### config.mk
export PLATFORM = sky130hd
export DESIGN_NAME = ubx_frame_deframer_flat
export DESIGN_NICKNAME = d
export VERILOG_FILES = /design/src/hdl/ufd_pkg.sv /design/src/hdl/ufd_if.sv /design/src/hdl/ufd_front.sv /design/src/hdl/ufd_cmd_fifo.sv /design/src/hdl/ufd_back.sv /design/src/hdl/ubx_frame_deframer.sv /design/src/flat_wrapper.sv
export SDC_FILE = /design/constraint.sdc
export NUM_CORES = 1
export LEC_CHECK = 0
export BUFFER_PORTS_ARGS = -buffer_cell sky130_fd_sc_hd__buf_2
export CAP_MARGIN = 25
export CORE_MARGIN = 2
export CORE_UTILIZATION = 65
export CTS_CLUSTER_SIZE = 28
export DETAILED_ROUTE_END_ITERATION = 6
export GPL_ROUTABILITY_DRIVEN = 0
export PLACE_DENSITY = 0.81
export SLEW_MARGIN = 20
export SYNTH_ARGS = -nofsm -noshare
export SYNTH_HDL_FRONTEND = slang
export SYNTH_SLANG_ARGS = --single-unit
### constraint.sdc
create_clock -name clk_i -period 6.8 [get_ports clk_i]
set_input_delay 0.68 -clock clk_i [delete_from_list [all_inputs] [get_ports clk_i]]
set_output_delay 0.68 -clock clk_i [all_outputs]
set_load 0.02 [all_outputs]
### src/hdl/ufd_pkg.sv
// Package for the binary frame deframer: sync constants, parser phases,
// queue command and result kind codes. No dependencies.
package ufd_pkg;

  localparam logic [7:0]  SYNC_FIRST        = 8'hB5;
  localparam logic [7:0]  SYNC_SECOND       = 8'h62;
  localparam logic [15:0] MAX_PAYLOAD_RESET = 16'd2048;

  typedef enum logic [3:0] {
    PH_HUNT    = 4'd0,
    PH_SYNC2   = 4'd1,
    PH_CLASS   = 4'd2,
    PH_ID      = 4'd3,
    PH_LEN_LO  = 4'd4,
    PH_LEN_HI  = 4'd5,
    PH_PAYLOAD = 4'd6,
    PH_CK_A    = 4'd7,
    PH_CK_B    = 4'd8
  } phase_e;

  typedef enum logic [2:0] {
    OP_SUM_FIRST = 3'd0,
    OP_SUM       = 3'd1,
    OP_PAYLOAD   = 3'd2,
    OP_CK_A      = 3'd3,
    OP_CK_B      = 3'd4
  } cmd_op_e;

  typedef enum logic [1:0] {
    KIND_PAYLOAD = 2'd0,
    KIND_GOOD    = 2'd1,
    KIND_BAD     = 2'd2
  } result_kind_e;

  typedef struct packed {
    cmd_op_e     op;
    logic [7:0]  data;
    logic [7:0]  frame_class;
    logic [7:0]  frame_id;
    logic [15:0] frame_length;
    logic [15:0] byte_index;
  } cmd_t;

endpackage

### src/hdl/ufd_if.sv
// Channel interfaces of the deframer: received bytes, config writes, results.
// Plain valid/ready bundles; no package dependency.
interface ufd_byte_if;
  logic       valid;
  logic       ready;
  logic [7:0] rx_byte;
  modport source (output valid, output rx_byte, input ready);
  modport sink (input valid, input rx_byte, output ready);
endinterface

interface ufd_cfg_if;
  logic        valid;
  logic        ready;
  logic [15:0] max_payload_len;
  modport source (output valid, output max_payload_len, input ready);
  modport sink (input valid, input max_payload_len, output ready);
endinterface

interface ufd_result_if;
  logic        valid;
  logic        ready;
  logic [1:0]  result_kind;
  logic [7:0]  frame_class;
  logic [7:0]  frame_id;
  logic [15:0] frame_length;
  logic [15:0] byte_index;
  logic [7:0]  data_byte;
  modport source (output valid, output result_kind, output frame_class, output frame_id,
                  output frame_length, output byte_index, output data_byte, input ready);
  modport sink (input valid, input result_kind, input frame_class, input frame_id,
                input frame_length, input byte_index, input data_byte, output ready);
endinterface

### src/hdl/ufd_front.sv
// Front end: sync hunt and header parse, turns each header, payload and checksum byte into a queue command.
// Depends on ufd_pkg and ufd_byte_if.
module ufd_front
  import ufd_pkg::*;
(
  input  logic         clk_i,
  input  logic         rst_ni,
  ufd_byte_if.sink     rx_i,
  input  logic [15:0]  max_len_i,
  output logic         cmd_valid_o,
  output cmd_t         cmd_o,
  input  logic         cmd_ready_i
);

  phase_e      phase_q, phase_d;
  logic [7:0]  class_q, class_d;
  logic [7:0]  id_q, id_d;
  logic [15:0] len_q, len_d;
  logic [15:0] idx_q, idx_d;
  logic [15:0] idx_inc;
  logic        accept;
  logic [7:0]  b;

  assign rx_i.ready = cmd_ready_i;
  assign accept     = rx_i.valid && cmd_ready_i;
  assign b          = rx_i.rx_byte;
  assign idx_inc    = idx_q + 16'd1;

  always_ff @(posedge clk_i or negedge rst_ni) begin
    if (!rst_ni) begin
      phase_q <= PH_HUNT;
      class_q <= 8'h00;
      id_q    <= 8'h00;
      len_q   <= 16'h0000;
      idx_q   <= 16'h0000;
    end else begin
      phase_q <= phase_d;
      class_q <= class_d;
      id_q    <= id_d;
      len_q   <= len_d;
      idx_q   <= idx_d;
    end
  end

  always_comb begin
    phase_d           = phase_q;
    class_d           = class_q;
    id_d              = id_q;
    len_d             = len_q;
    idx_d             = idx_q;
    cmd_valid_o       = 1'b0;
    cmd_o.op          = OP_SUM;
    cmd_o.data        = b;
    cmd_o.frame_class = class_q;
    cmd_o.frame_id    = id_q;
    cmd_o.frame_length = len_q;
    cmd_o.byte_index  = idx_q;
    if (accept) begin
      unique case (phase_q)
        PH_SYNC2: begin
          if (b == SYNC_SECOND) begin
            phase_d = PH_CLASS;
          end else if (b != SYNC_FIRST) begin
            phase_d = PH_HUNT;
          end
        end
        PH_CLASS: begin
          class_d     = b;
          cmd_valid_o = 1'b1;
          cmd_o.op    = OP_SUM_FIRST;
          phase_d     = PH_ID;
        end
        PH_ID: begin
          id_d        = b;
          cmd_valid_o = 1'b1;
          phase_d     = PH_LEN_LO;
        end
        PH_LEN_LO: begin
          len_d       = {8'h00, b};
          cmd_valid_o = 1'b1;
          phase_d     = PH_LEN_HI;
        end
        PH_LEN_HI: begin
          len_d       = {b, len_q[7:0]};
          idx_d       = 16'h0000;
          cmd_valid_o = 1'b1;
          if (len_d > max_len_i) begin
            phase_d = PH_HUNT;
          end else if (len_d == 16'h0000) begin
            phase_d = PH_CK_A;
          end else begin
            phase_d = PH_PAYLOAD;
          end
        end
        PH_PAYLOAD: begin
          cmd_valid_o = 1'b1;
          cmd_o.op    = OP_PAYLOAD;
          idx_d       = idx_inc;
          if (idx_inc >= len_q) begin
            phase_d = PH_CK_A;
          end
        end
        PH_CK_A: begin
          cmd_valid_o = 1'b1;
          cmd_o.op    = OP_CK_A;
          phase_d     = PH_CK_B;
        end
        PH_CK_B: begin
          cmd_valid_o = 1'b1;
          cmd_o.op    = OP_CK_B;
          phase_d     = PH_HUNT;
        end
        default: begin
          phase_d = (b == SYNC_FIRST) ? PH_SYNC2 : PH_HUNT;
        end
      endcase
    end
  end

endmodule

### src/hdl/ufd_cmd_fifo.sv
// Short command queue between parser front end and checksum back end.
// Depends on ufd_pkg for the command type.
module ufd_cmd_fifo
  import ufd_pkg::*;
#(
  parameter int unsigned DEPTH = 2
) (
  input  logic clk_i,
  input  logic rst_ni,
  input  logic push_valid_i,
  output logic push_ready_o,
  input  cmd_t push_data_i,
  output logic pop_valid_o,
  input  logic pop_ready_i,
  output cmd_t pop_data_o
);

  localparam int unsigned AW = (DEPTH > 1) ? $clog2(DEPTH) : 1;
  localparam int unsigned CW = $clog2(DEPTH + 1);

  cmd_t          mem_q [DEPTH];
  logic [AW-1:0] wr_ptr_q, rd_ptr_q;
  logic [CW-1:0] count_q;
  logic          push, pop;

  assign push_ready_o = (count_q != CW'(DEPTH));
  assign pop_valid_o  = (count_q != '0);
  assign push         = push_valid_i && push_ready_o;
  assign pop          = pop_valid_o && pop_ready_i;
  assign pop_data_o   = mem_q[rd_ptr_q];

  always_ff @(posedge clk_i) begin
    if (push) begin
      mem_q[wr_ptr_q] <= push_data_i;
    end
  end

  always_ff @(posedge clk_i or negedge rst_ni) begin
    if (!rst_ni) begin
      wr_ptr_q <= '0;
      rd_ptr_q <= '0;
      count_q  <= '0;
    end else begin
      if (push) begin
        wr_ptr_q <= (wr_ptr_q == AW'(DEPTH - 1)) ? '0 : wr_ptr_q + AW'(1);
      end
      if (pop) begin
        rd_ptr_q <= (rd_ptr_q == AW'(DEPTH - 1)) ? '0 : rd_ptr_q + AW'(1);
      end
      if (push && !pop) begin
        count_q <= count_q + CW'(1);
      end else if (pop && !push) begin
        count_q <= count_q - CW'(1);
      end
    end
  end

endmodule

### src/hdl/ufd_back.sv
// Back end: Fletcher-8 accumulation, checksum compare and the result register.
// Depends on ufd_pkg and ufd_result_if.
module ufd_back
  import ufd_pkg::*;
(
  input  logic          clk_i,
  input  logic          rst_ni,
  input  logic          cmd_valid_i,
  input  cmd_t          cmd_i,
  output logic          cmd_ready_o,
  ufd_result_if.source  res_o
);

  logic [7:0]  sum_a_q, sum_a_d;
  logic [7:0]  sum_b_q, sum_b_d;
  logic [7:0]  ck_lo_q;
  logic        out_valid_q;
  result_kind_e kind_q, kind_d;
  logic [7:0]  class_q, id_q, data_q;
  logic [15:0] len_q, idx_q;
  logic        emits, out_free, pop;

  assign emits       = (cmd_i.op == OP_PAYLOAD) || (cmd_i.op == OP_CK_B);
  assign out_free    = !out_valid_q || res_o.ready;
  assign cmd_ready_o = !emits || out_free;
  assign pop         = cmd_valid_i && cmd_ready_o;

  always_comb begin
    sum_a_d = sum_a_q;
    sum_b_d = sum_b_q;
    kind_d  = KIND_PAYLOAD;
    unique case (cmd_i.op)
      OP_SUM_FIRST: begin
        sum_a_d = cmd_i.data;
        sum_b_d = cmd_i.data;
      end
      OP_SUM, OP_PAYLOAD: begin
        sum_a_d = sum_a_q + cmd_i.data;
        sum_b_d = sum_b_q + sum_a_d;
      end
      OP_CK_B: begin
        kind_d = ((sum_a_q == ck_lo_q) && (sum_b_q == cmd_i.data)) ? KIND_GOOD : KIND_BAD;
      end
      default: begin
      end
    endcase
  end

  always_ff @(posedge clk_i or negedge rst_ni) begin
    if (!rst_ni) begin
      sum_a_q     <= 8'h00;
      sum_b_q     <= 8'h00;
      ck_lo_q     <= 8'h00;
      out_valid_q <= 1'b0;
    end else begin
      if (pop) begin
        sum_a_q <= sum_a_d;
        sum_b_q <= sum_b_d;
        if (cmd_i.op == OP_CK_A) begin
          ck_lo_q <= cmd_i.data;
        end
      end
      if (pop && emits) begin
        out_valid_q <= 1'b1;
      end else if (res_o.ready) begin
        out_valid_q <= 1'b0;
      end
    end
  end

  always_ff @(posedge clk_i) begin
    if (pop && emits) begin
      kind_q  <= kind_d;
      class_q <= cmd_i.frame_class;
      id_q    <= cmd_i.frame_id;
      len_q   <= cmd_i.frame_length;
      idx_q   <= (cmd_i.op == OP_PAYLOAD) ? cmd_i.byte_index : 16'h0000;
      data_q  <= (cmd_i.op == OP_PAYLOAD) ? cmd_i.data : 8'h00;
    end
  end

  assign res_o.valid        = out_valid_q;
  assign res_o.result_kind  = kind_q;
  assign res_o.frame_class  = class_q;
  assign res_o.frame_id     = id_q;
  assign res_o.frame_length = len_q;
  assign res_o.byte_index   = idx_q;
  assign res_o.data_byte    = data_q;

endmodule

### src/hdl/ubx_frame_deframer.sv
// Top level of the binary frame deframer: config register, front end, queue, back end.
// Depends on ufd_pkg, ufd_if, ufd_front, ufd_cmd_fifo and ufd_back.
//
// Accepts one received byte per cycle with no gaps of its own; a payload byte or a
// frame verdict goes into the command queue, then the back end's result register.
// The parser front end and the checksum back end each run one byte per cycle unless
// stalled, and meet through a QUEUE_DEPTH-entry command queue, so result stalls reach
// the byte input only once it is full. Oversized frames and bad sync give no result.
module ubx_frame_deframer
  import ufd_pkg::*;
#(
  parameter int unsigned QUEUE_DEPTH = 2
) (
  input  logic         clk_i,
  input  logic         rst_ni,
  ufd_byte_if.sink     rx_i,
  ufd_cfg_if.sink      cfg_i,
  ufd_result_if.source res_o
);

  logic [15:0] max_len_q;
  logic        f_cmd_valid, f_cmd_ready;
  cmd_t        f_cmd;
  logic        b_cmd_valid, b_cmd_ready;
  cmd_t        b_cmd;

  assign cfg_i.ready = 1'b1;

  always_ff @(posedge clk_i or negedge rst_ni) begin
    if (!rst_ni) begin
      max_len_q <= MAX_PAYLOAD_RESET;
    end else if (cfg_i.valid) begin
      max_len_q <= cfg_i.max_payload_len;
    end
  end

  ufd_front u_front (
    .clk_i       (clk_i),
    .rst_ni      (rst_ni),
    .rx_i        (rx_i),
    .max_len_i   (max_len_q),
    .cmd_valid_o (f_cmd_valid),
    .cmd_o       (f_cmd),
    .cmd_ready_i (f_cmd_ready)
  );

  ufd_cmd_fifo #(
    .DEPTH (QUEUE_DEPTH)
  ) u_queue (
    .clk_i        (clk_i),
    .rst_ni       (rst_ni),
    .push_valid_i (f_cmd_valid),
    .push_ready_o (f_cmd_ready),
    .push_data_i  (f_cmd),
    .pop_valid_o  (b_cmd_valid),
    .pop_ready_i  (b_cmd_ready),
    .pop_data_o   (b_cmd)
  );

  ufd_back u_back (
    .clk_i       (clk_i),
    .rst_ni      (rst_ni),
    .cmd_valid_i (b_cmd_valid),
    .cmd_i       (b_cmd),
    .cmd_ready_o (b_cmd_ready),
    .res_o       (res_o)
  );

endmodule
### src/flat_wrapper.sv
// flat-port wrapper written by rule: the top's interface ports become plain ports
module ubx_frame_deframer_flat import ufd_pkg::*;
#(
  parameter int unsigned QUEUE_DEPTH = 2
)
  (clk_i, rst_ni, rx_i_valid, rx_i_rx_byte, rx_i_ready, cfg_i_valid, cfg_i_max_payload_len, cfg_i_ready, res_o_valid, res_o_result_kind, res_o_frame_class, res_o_frame_id, res_o_frame_length, res_o_byte_index, res_o_data_byte, res_o_ready);
  ufd_byte_if rx_i_i ();
  ufd_cfg_if cfg_i_i ();
  ufd_result_if res_o_i ();
  input  logic clk_i;
  input  logic rst_ni;
  input wire logic [$bits(rx_i_i.valid)-1:0] rx_i_valid;
  input wire logic [$bits(rx_i_i.rx_byte)-1:0] rx_i_rx_byte;
  output wire logic [$bits(rx_i_i.ready)-1:0] rx_i_ready;
  input wire logic [$bits(cfg_i_i.valid)-1:0] cfg_i_valid;
  input wire logic [$bits(cfg_i_i.max_payload_len)-1:0] cfg_i_max_payload_len;
  output wire logic [$bits(cfg_i_i.ready)-1:0] cfg_i_ready;
  output wire logic [$bits(res_o_i.valid)-1:0] res_o_valid;
  output wire logic [$bits(res_o_i.result_kind)-1:0] res_o_result_kind;
  output wire logic [$bits(res_o_i.frame_class)-1:0] res_o_frame_class;
  output wire logic [$bits(res_o_i.frame_id)-1:0] res_o_frame_id;
  output wire logic [$bits(res_o_i.frame_length)-1:0] res_o_frame_length;
  output wire logic [$bits(res_o_i.byte_index)-1:0] res_o_byte_index;
  output wire logic [$bits(res_o_i.data_byte)-1:0] res_o_data_byte;
  input wire logic [$bits(res_o_i.ready)-1:0] res_o_ready;
  assign rx_i_i.valid = rx_i_valid;
  assign rx_i_i.rx_byte = rx_i_rx_byte;
  assign rx_i_ready = rx_i_i.ready;
  assign cfg_i_i.valid = cfg_i_valid;
  assign cfg_i_i.max_payload_len = cfg_i_max_payload_len;
  assign cfg_i_ready = cfg_i_i.ready;
  assign res_o_valid = res_o_i.valid;
  assign res_o_result_kind = res_o_i.result_kind;
  assign res_o_frame_class = res_o_i.frame_class;
  assign res_o_frame_id = res_o_i.frame_id;
  assign res_o_frame_length = res_o_i.frame_length;
  assign res_o_byte_index = res_o_i.byte_index;
  assign res_o_data_byte = res_o_i.data_byte;
  assign res_o_i.ready = res_o_ready;
  ubx_frame_deframer #(.QUEUE_DEPTH(QUEUE_DEPTH)) u_core (.clk_i(clk_i), .rst_ni(rst_ni), .rx_i(rx_i_i), .cfg_i(cfg_i_i), .res_o(res_o_i));
endmodule
; ---- Word-level counts from Yosys, hierarchy flattened
; Memory sizes are Yosys's and may differ from the RTL's.
; Index checks and enable logic that the tools add are counted.
[word_totals]
ff_bits = 155
ram_bits = 118
n_memories = 1
word_cells = 107
out_inout_bits = 61
[mem_list]
columns = memory, depth, word_bits, rd, rd_clocked_by_memory_dff, wr, line
row1 = u_core.u_queue.mem_q, 2, 59, 1, 0, 1, ufd_cmd_fifo.sv:21  ; cmd_t mem_q [DEPTH];
[op_classes]
n_eq_ne = 20
addsub = 7
magnitude_cmp = 2
n_mux = 24
bitwise = 1
reduce_logical = 32
[ops]
columns = op, n
row1 = 16-bit case mux with 2 select lines, 2
row2 = 4-bit case mux with 8 select lines, 1
row3 = 8-bit case mux with 2 select lines, 2
row4 = 16-bit by 1-bit adder with 16-bit output (second input constant), 1
row5 = 8-bit adder, 2
row6 = 4-bit by 3-bit equality test with 1-bit output (second input constant), 4
row7 = 8-bit equality test, 2
row8 = 16-bit greater-or-equal comparator, 1
row9 = 16-bit greater-than comparator, 1
row10 = 16-bit zero test, 1
row11 = 4-bit two-way mux, 3
row12 = 3-bit case mux with 4 select lines, 1
row13 = 2-bit AND reduction, 6
row14 = 2-bit nonzero test, 6
row15 = 1-bit two-way mux, 10
row16 = 4-bit by 2-bit equality test with 1-bit output (second input constant), 2
row17 = 8-bit by 7-bit equality test with 1-bit output (second input constant), 1
row18 = 8-bit equality test (second input constant), 1
row19 = 8-bit inequality test (second input constant), 1
row20 = 1-bit logical AND, 7
row21 = 7-bit OR reduction, 1
row22 = 3-bit by 2-bit equality test with 1-bit output (second input constant), 2
row23 = 2-bit two-way mux, 3
row24 = 3-bit two-way mux, 2
row25 = other kinds (15), 23

; ---- Logic depth before layout (Yosys ltp)
; Gate-level depths: netlist of the first run.
[logic_depth]
word_depth = 9
ltp_mapped = 17

; ---- By module
; A second synthesis of the first run with hierarchy kept.
[hier_totals]
hier_cells = 891
hier_area_um2 = 12604.6
[by_module_without_submodules]
columns = module, cells_each, n_inst, area_per_inst_um2
row1 = ufd_cmd_fifo, 202, 1, 4754.6
row2 = ufd_back, 278, 1, 3737.3
row3 = ufd_front, 375, 1, 3450.8
row4 = ubx_frame_deframer, 36, 1, 661.9

; ---- Worst setup path after synthesis of the first run
; Ideal clock, no wire load.
[synth_path]
path_type = register to register
startpoint = register u_core.u_front.phase_q[1]
endpoint = memory u_core.u_queue.mem_q[0][0] (netlist bit), enable pin
t_required_ps = 6317
period_less_slack_ps = 4408
arrival_ps = 3925
n_path_buf = 1
path_slack_ps = 2392
path_stages_with_launch = 6
cell_sequence = dfrtp_1 clkbuf_1 nor2_1 or2_2 a21oi_1 nor2b_1
[synth_via]
elab_chain_cells = 7
[synth_rtl]
columns = item, line
row1 = "start, declared", ufd_front.sv:15  ; phase_e phase_q, phase_d;
row2 = "start signal, assigned", ufd_front.sv:37  ; phase_q <= phase_d;
row3 = "4-bit by 3-bit equality test with 1-bit output, or another cell as far along", ufd_front.sv:59  ; unique case (phase_q)
row4 = 7-bit OR reduction (no source line) (*), n/a
row5 = 1-bit two-way mux (*), ufd_front.sv:59
row6 = 1-bit two-way mux (*), ufd_front.sv:58  ; if (accept) begin
row7 = 1-bit logical AND (*), ufd_cmd_fifo.sv:28  ; assign push = push_valid_i && push_ready_o;
row8 = named net u_core.u_queue.push, ufd_cmd_fifo.sv:24  ; logic push, pop;
row9 = 1-bit two-way mux (*), ufd_cmd_fifo.sv:33  ; if (push) begin
row10 = 1-bit two-way mux (not written as such) (*), ufd_cmd_fifo.sv:34  ; mem_q[wr_ptr_q] <= push_data_i;
row11 = "end, declared", ufd_cmd_fifo.sv:21
; The timed path passes the listed nets; every way through them passes the cells marked *.

==> reports/qor.yml, run 1 <==
drt:
  drtPass1Iterations: 5
  wire_per_inst_um: 18.5
  antenna_left: 0
  num_vias: 7461
  vias_per_cell: 5.91
  drtIter0Drc: 613
  drt_wl_total_mm: 23.4
  drc: 0
synthesis:
  yosysSeqAreaShare_pct: 64.5
  synth-warning-count: 0
  synth_seq_cells: 273
  yosysTopAreaCellShare_pct: 44.2
  synth_compound_gate_area_share_pct: 7.95
  synth-edff-count: 176
  synth_xor_area_share_pct: 3.81
  synth_fa_ha_area_share_pct: 5.36
  synthMuxAreaShare_pct: 6.99
  syn_inst: 916
  ys.flop_type: "edfxtp_1"
  synth_nets: 995
  yosys-top-cells-area: "edfxtp_1 44%, dfrtp_1 20%, ha_1 5.0%"
  syn_area_per_cell_um2: 13.1
  synth_top_family_by_area: "simple AND/OR/NAND/NOR gates"
  synth_largest_area_cell: "edfxtp_1"
  yosys.area_share.simple_pct: 8.81
  ys_types: 56
  synthArstFlopShare_pct: 35.5
  synth_area_mm2: 0.0120
power:
  power_frac_clock_pct: 26.2
  p_comb_share_pct: 32.8
  power.share.sequential_pct: 41.0
  power_density_mw_per_mm2: 433
  cellInternalPower_uw: 3900
  vdd_ir_drop_max_mv: 0.477
  p_leak_uw: 0.00561
  switching_share_pct: 33.9
  power_switching_uw: 2000
worst_setup_path:
  critPathRequiredTime_ns: 7.26
  cp_slowest_cell: "dfrtp_2"
  crit_type: "register to register"
  r2r_cells: 15
  max_stage_delay_ns: 0.92
  critPathArrivalTime_ns: 4.87
  end_kind: "register"
  cp_top_family: "adder cells"
  cp_num_buf_inv: 1
  r2r_setup_slack_ns: 2.39
  critPathMaxFanout: 29
  start_kind: "register"
  rr_startpoint: "u_core.u_queue.rd_ptr_q$_DFFE_PN0P_"
  timing.rr.end: "u_core.u_back.sum_b_q[7]$_DFFE_PN0P_"
  crit_chain: "mux2i_1 -> inv_1 -> ha_1 -> fa_1 -> a21o_1 -> a21oi_1 -> xnor2_1 -> ha_1 -> nand3_1 -> o211ai_1 -> nor4_1 -> nor3_1 -> xnor2_1 -> or4_1 -> nand4_1"
status:
  status: "completed"
finish:
  regArea_mm2: 0.00771
  fin_nets: 1094
  area_growth_pct: 13.8
  final_area_mm2: 0.0136
  antenna-diode-count: 0
  final_common_cell: "edfxtp_1"
  fillers: 1131
  most-common-layout-cells: "176 x edfxtp_1, 95 x dfrtp_1, 87 x buf_2, 78 x nor2_1, 73 x nand2_1"
  multi_input_area_mm2: 0.00396
  drive_gt1_share_pct: 19.8
clock_tree:
  cts-resized-gates: 0
  ctsHoldBuffers: 0
  cts_setup_buffers: 0
  cts_buffer_depth: 3
  h-tree-depth: 1
  cts_tree: "yes"
  clk_pin_slew_ns: 0.06
  clk_latency_ns: 0.53
  cts_sinks: 273
  cts_buffers: 27
  cts_root_buf: "clkbuf_16"
floorplan:
  die_w_um: 140
  coreArea_mm2: 0.0180
  die_area_mm2: 0.0195
  die_h_um: 140
  num_io_pins: 90
  initial_utilization_pct: 66.4
  rows: 49
sta:
  relSlewSlack_pct: 31.6
  period_needed_ns: 4.41
  worstMarginPinSlew_ns: 1.02
  period_share_pct: 64.8
  slew_viol_final: 0
  finalSetupTns_ns: 0
  rsz0062_at_grt: "false"
  clock.fmax_ghz: 0.227
  hold_viol: 0
  setup_violations: 0
  fin_skew_ns: 0.00769
grt:
  grt_pass1_wl_mm: 37.3
  grt-ovfl-total: 0
  track_usage_pct: 24.1
  grt_max_degree: 74
  grt_pass1_vias: 7259
  antenna_found_initial: 0
run:
  max-cap-violations: 0
placed_design:
  port_buffers: 88
  postPlaceCellArea_mm2: 0.0126
  place_hpwl_mm: 14.8
worst_hold_path:
  hold_class: "input pin to asynchronous set/reset pin"
[state kept, by name, indices dropped and copies added (netlist names), 16 cells and up]
register,count
u_core.u_back.res_o.frame_length,16
u_core.u_front.idx_q,16
u_core.u_back.res_o.byte_index,16
u_core.max_len_q,16
u_core.u_front.len_q,16
u_core.u_queue.mem_q,118
[stage by stage]
| step | util [%] | hold WS (ns) | setup WS (ns) | power (uW) | instances |
|---|---|---|---|---|---|
| final | 75.5 | 0.0375 | 2.39 | 5890 | 1263 |
| after global routing | 75.5 | 0.0564 | 2.18 | 6200 | 1263 |
| after CTS | 75.3 | 0.0376 | 2.42 | 5900 | 1261 |
| after detailed placement | 70.1 | 0.452 | 2.44 | 4360 | 1213 |
| after global placement | 70.1 | 0.441 | 2.56 | 4270 | 1213 |
| after floorplan | - | 0.384 | 2.39 | 3870 | 916 |
[routing by layer]
layer | GRT usage [%] | vias to the layer above | part of all wire [%]
li1 | - | 3502 | -
met1 | 33.2 | 3663 | 43
met2 | 40.7 | 260 | 49
met3 | 3.72 | 36 | 6.4
met4 | 6.26 | 0 | 1.7
met5 | 0 | - | 0
[how the worst max path moves through the flow]
stage | from | endpoint | depth (start not counted)
floorplan | u_core.u_front.phase_q[1]$_DFFE_PN0P_ | u_core.u_queue.mem_q[0][0]$_DFFE_PP_ | 5
global placement | u_core.u_queue.rd_ptr_q$_DFFE_PN0P_ | u_core.u_back.sum_b_q[7]$_DFFE_PN0P_ | 15
detailed placement | u_core.u_queue.rd_ptr_q$_DFFE_PN0P_ | u_core.u_back.sum_b_q[7]$_DFFE_PN0P_ | 15
CTS | u_core.u_queue.rd_ptr_q$_DFFE_PN0P_ | u_core.u_back.sum_b_q[7]$_DFFE_PN0P_ | 15
global route | u_core.u_queue.rd_ptr_q$_DFFE_PN0P_ | u_core.u_back.sum_b_q[7]$_DFFE_PN0P_ | 15
finish | u_core.u_queue.rd_ptr_q$_DFFE_PN0P_ | u_core.u_back.sum_b_q[7]$_DFFE_PN0P_ | 15
[power groups by stage]
stage               Sequential (uW)  Clock, uW  Combinational (uW)
global route                   2450       1620                2130
detailed placement             2440          0                1920
finish                         2410       1540                1930
CTS                            2410       1560                1930
global placement               2430          0                1840
floorplan                      2510          0                1360
[cells by family (layout without fill, tap and decap cells)]
logic type,Yosys count,in the layout
AOI/OAI and AO/OA,160,160
xor gates and xnor gates,52,52
other,1,1
adders and majority gates,50,50
buffers and inverters,76,194
muxes,76,76
and+or+nand+nor,228,228
DFF,273,273
[layout make-up]
class | count | area share [%]
tap | 229 | 2.11
clock inverter | 17 | 1.54
sequential | 273 | 56.7
multi-input combinational | 567 | 29.1
inverter | 48 | 1.32
clock buffer | 31 | 5.30
timing repair buffer | 98 | 3.95
[synthesized netlist by cell type, types with 9 or more instances]
library cell and number:
a22o_1 13, nor3_1 12, inv_1 48, xor2_1 18, o21ai_0 70, ha_1 48
xnor2_1 34, mux2i_1 25, a21oi_1 38, nand3_1 18, mux2_2 50, dfrtp_1 96
buf_2 9, clkbuf_1 16, nand2_1 73, edfxtp_1 176, nor2_1 79, nand4_1 9
Note: power is estimated with default switching activity, not from simulation.
==> inputs of run 2 (changes only) <==
CORE_UTILIZATION = 54   (was 65)
PLACE_DENSITY = 0.72   (was 0.81)
clock period = 3.7 ns   (was 6.8 ns; I/O delays follow)
==> run 2 against run 1 <==
Against the previous run:
- die area up 20%
- via count down 2.3%
- power up 84%
- critical path depth unchanged
- sequential share of layout area down 0.74 points
- critical endpoint unchanged
- cell area up 1.3%
- register-to-register slack worse by 2.1 ns
- sequential power up 81%
- maximum frequency up 29%
- clock skew up 0.020 ns
- largest cell class unchanged
==> reports/qor.yml, run 2 (synthesized netlist as in run 1, its figures left out) <==
finish:
  area_growth_pct: 15.3
  most-common-layout-cells: "176 x edfxtp_1, 95 x dfrtp_1, 87 x buf_2, 78 x nor2_1, 73 x nand2_1"
  fin_nets: 1110  # +1.5%
  final_common_cell: "edfxtp_1"
  largest-register: "u_core.u_queue.mem_q"
  antenna-diode-count: 0  # unchanged
  largest_reg_flops: 118  # unchanged
  final_util_pct: 63.4  # -12 points
  drive_gt1_share_pct: 21.2  # +1.4 points
run:
  max-cap-violations: 0  # unchanged
grt:
  grt_max_degree: 43  # -42%
  antenna_found_initial: 0  # unchanged
  grt-ovfl-total: 0  # unchanged
  track_usage_pct: 19.9  # -4.2 points
  grt_pass1_wl_mm: 37.4  # +0.26%
  grt_pass1_vias: 7187  # -0.99%
clock_tree:
  cts_root_buf: "clkbuf_16"
  h-tree-depth: 1  # unchanged
  cts_buffer_depth: 3  # unchanged
  clk_latency_ns: 0.54  # about the same
  cts_tree: "yes"
  cts_sinks: 273  # unchanged
  clk_pin_slew_ns: 0.06  # about the same
  cts_buffers: 28  # +3.7%
drt:
  antenna_left: 0  # unchanged
  vias_per_cell: 5.47  # -7.5%
  drt_wl_total_mm: 23.0  # -1.8%
  num_vias: 7286  # -2.3%
  drtPass1Iterations: 5  # unchanged
  drtIter0Drc: 525  # -14%
  drc: 0  # unchanged
  wire_per_inst_um: 17.2  # -7.0%
worst_setup_path:
  crit_chain: "mux2i_2 -> inv_1 -> ha_1 -> fa_2 -> a21o_1 -> a21oi_2 -> xnor2_1 -> ha_1 -> nand3_1 -> o211ai_1 -> nor4_1 -> nor3_1 -> xnor2_1 -> or4_1 -> nand4_1"
  critPathRequiredTime_ns: 4.18  # -3.08 ns
  cp_top_family: "adder cells"
  crit_type: "register to register"
  cp_num_buf_inv: 1  # unchanged
  critPathMaxFanout: 6  # -79%
  cp_slowest_cell: "dfrtp_2"
  critPathArrivalTime_ns: 3.89  # -0.98 ns
  end_kind: "register"
  max_stage_delay_ns: 0.46  # -0.46 ns
  r2r_setup_slack_ns: 0.28  # -2.11 ns
  start_kind: "register"
sta:
  clock.fmax_ghz: 0.292  # +29%
  slew_viol_final: 0  # unchanged
  worstMarginPinSlew_ns: 0.971  # -0.0508 ns
  period_needed_ns: 3.42  # -0.986 ns
  hold_viol: 0  # unchanged
  period_share_pct: 92.4  # +28 points
  fin_skew_ns: 0.0276  # +0.0199 ns
  finalSetupTns_ns: 0  # unchanged
  setup_violations: 0  # unchanged
  rsz0062_at_grt: "false"
  relSlewSlack_pct: 35.0  # +3.4 points
power:
  power.share.sequential_pct: 40.2  # -0.8 points
  power_switching_uw: 3710  # +86%
  power_density_mw_per_mm2: 788  # +82%
  vdd_ir_drop_max_mv: 0.379  # -21%
  switching_share_pct: 34.2  # +0.28 points
  cellInternalPower_uw: 7150  # +84%
  power_frac_clock_pct: 25.3  # -0.9 points
  p_comb_share_pct: 34.5  # +1.7 points
  p_leak_uw: 0.00565  # +0.87%
status:
  status: "completed"
placed_design:
  place_hpwl_mm: 15.4  # +3.8%
  port_buffers: 88  # unchanged
floorplan:
  die_area_mm2: 0.0234  # +20%
  die_w_um: 153  # +9.4%
  rows: 54  # +10%
  coreArea_mm2: 0.0218  # +21%
  die_h_um: 153  # +9.4%
  num_io_pins: 90  # unchanged
  initial_utilization_pct: 55.0  # -11 points
worst_hold_path:
  hold_class: "input pin to register"
run 2: cell types whose count changed in the layout (fill, tap and decap cells not counted), moves of 3 or more:
cell,delta
clkinv_4,+3
clkbuf_1,+5
bufinv_16,-3
buf_4,+13
clkinv_2,-3
clkinvlp_4,+3
run 2: final cells by class:
type	count	area, um^2
fill	1662	7970
sequential	273	7710
multi-input combinational	567	3970
clock buffer	36	762
timing repair buffer	113	657
tap	280	350
inverter	48	180
clock inverter	16	155
run 2: timing repair:
action / 4_1_cts / 5_1_grt
buffers inserted: 0 / 1
gates resized for setup: 0 / 3
hold endpoints to repair: 35 / 0
hold buffers: 1 / 0
setup endpoints to repair: 0 / 1
run 2: final timing paths:
kind / startpoint / endpoint / depth (start not counted)
setup / recovery: u_core.u_queue.rd_ptr_q$_DFFE_PN0P_ / u_core.u_back.sum_b_q[7]$_DFFE_PN0P_ / 15
hold / removal: cfg_i_max_payload_len[9] / u_core.max_len_q[9]$_DFFE_PN0P_ / 3
setup reg to reg: u_core.u_queue.rd_ptr_q$_DFFE_PN0P_ / u_core.u_back.sum_b_q[7]$_DFFE_PN0P_ / 15
hold reg to reg: u_core.u_front.id_q[5]$_DFFE_PN0P_ / u_core.u_queue.mem_q[1][37]$_DFFE_PP_ / 0
max in group asynchronous: rst_ni / u_core.max_len_q[11]$_DFFE_PN1P_ / 3
min in group asynchronous: rst_ni / u_core.u_front.id_q[4]$_DFFE_PN0P_ / 2
run 2: metal layers:
layer	wire [um]	track usage, %
met4	409	5.56
met1	10400	28.3
met2	10900	32.1
met3	1210	3.32
met5	0	0
run 2: power by group through the flow:
stage | registers (uW) | clock network (uW) | logic, uW
detailed placement | 4430 | 0 | 3670
global route | 4440 | 2920 | 4160
CTS | 4370 | 2810 | 3680
global placement | 4400 | 0 | 3570
finish | 4360 | 2750 | 3750
floorplan | 4590 | 0 | 2510
run 2: tightest hold or removal path, cell delays in order:
cell and delay, ns:
buf_2 0.07, nand2_1 0.04, o21ai_0 0.05
run 2: stage by stage:
step | instance area [um^2] | total power, uW | worst slack [ns] | cells | hold slack [ns]
final | 13800 | 10900 | 0.280 | 1333 | 0.0323
after global routing | 13800 | 11500 | 0.0120 | 1333 | 0.0414
after detailed placement | 12800 | 8090 | 0.138 | 1277 | 0.387
after CTS | 13700 | 10900 | 0.112 | 1330 | 0.0153
after floorplan | 12000 | 7110 | 0.0486 | 916 | 0.0744
after global placement | 12800 | 7970 | 0.259 | 1277 | 0.386
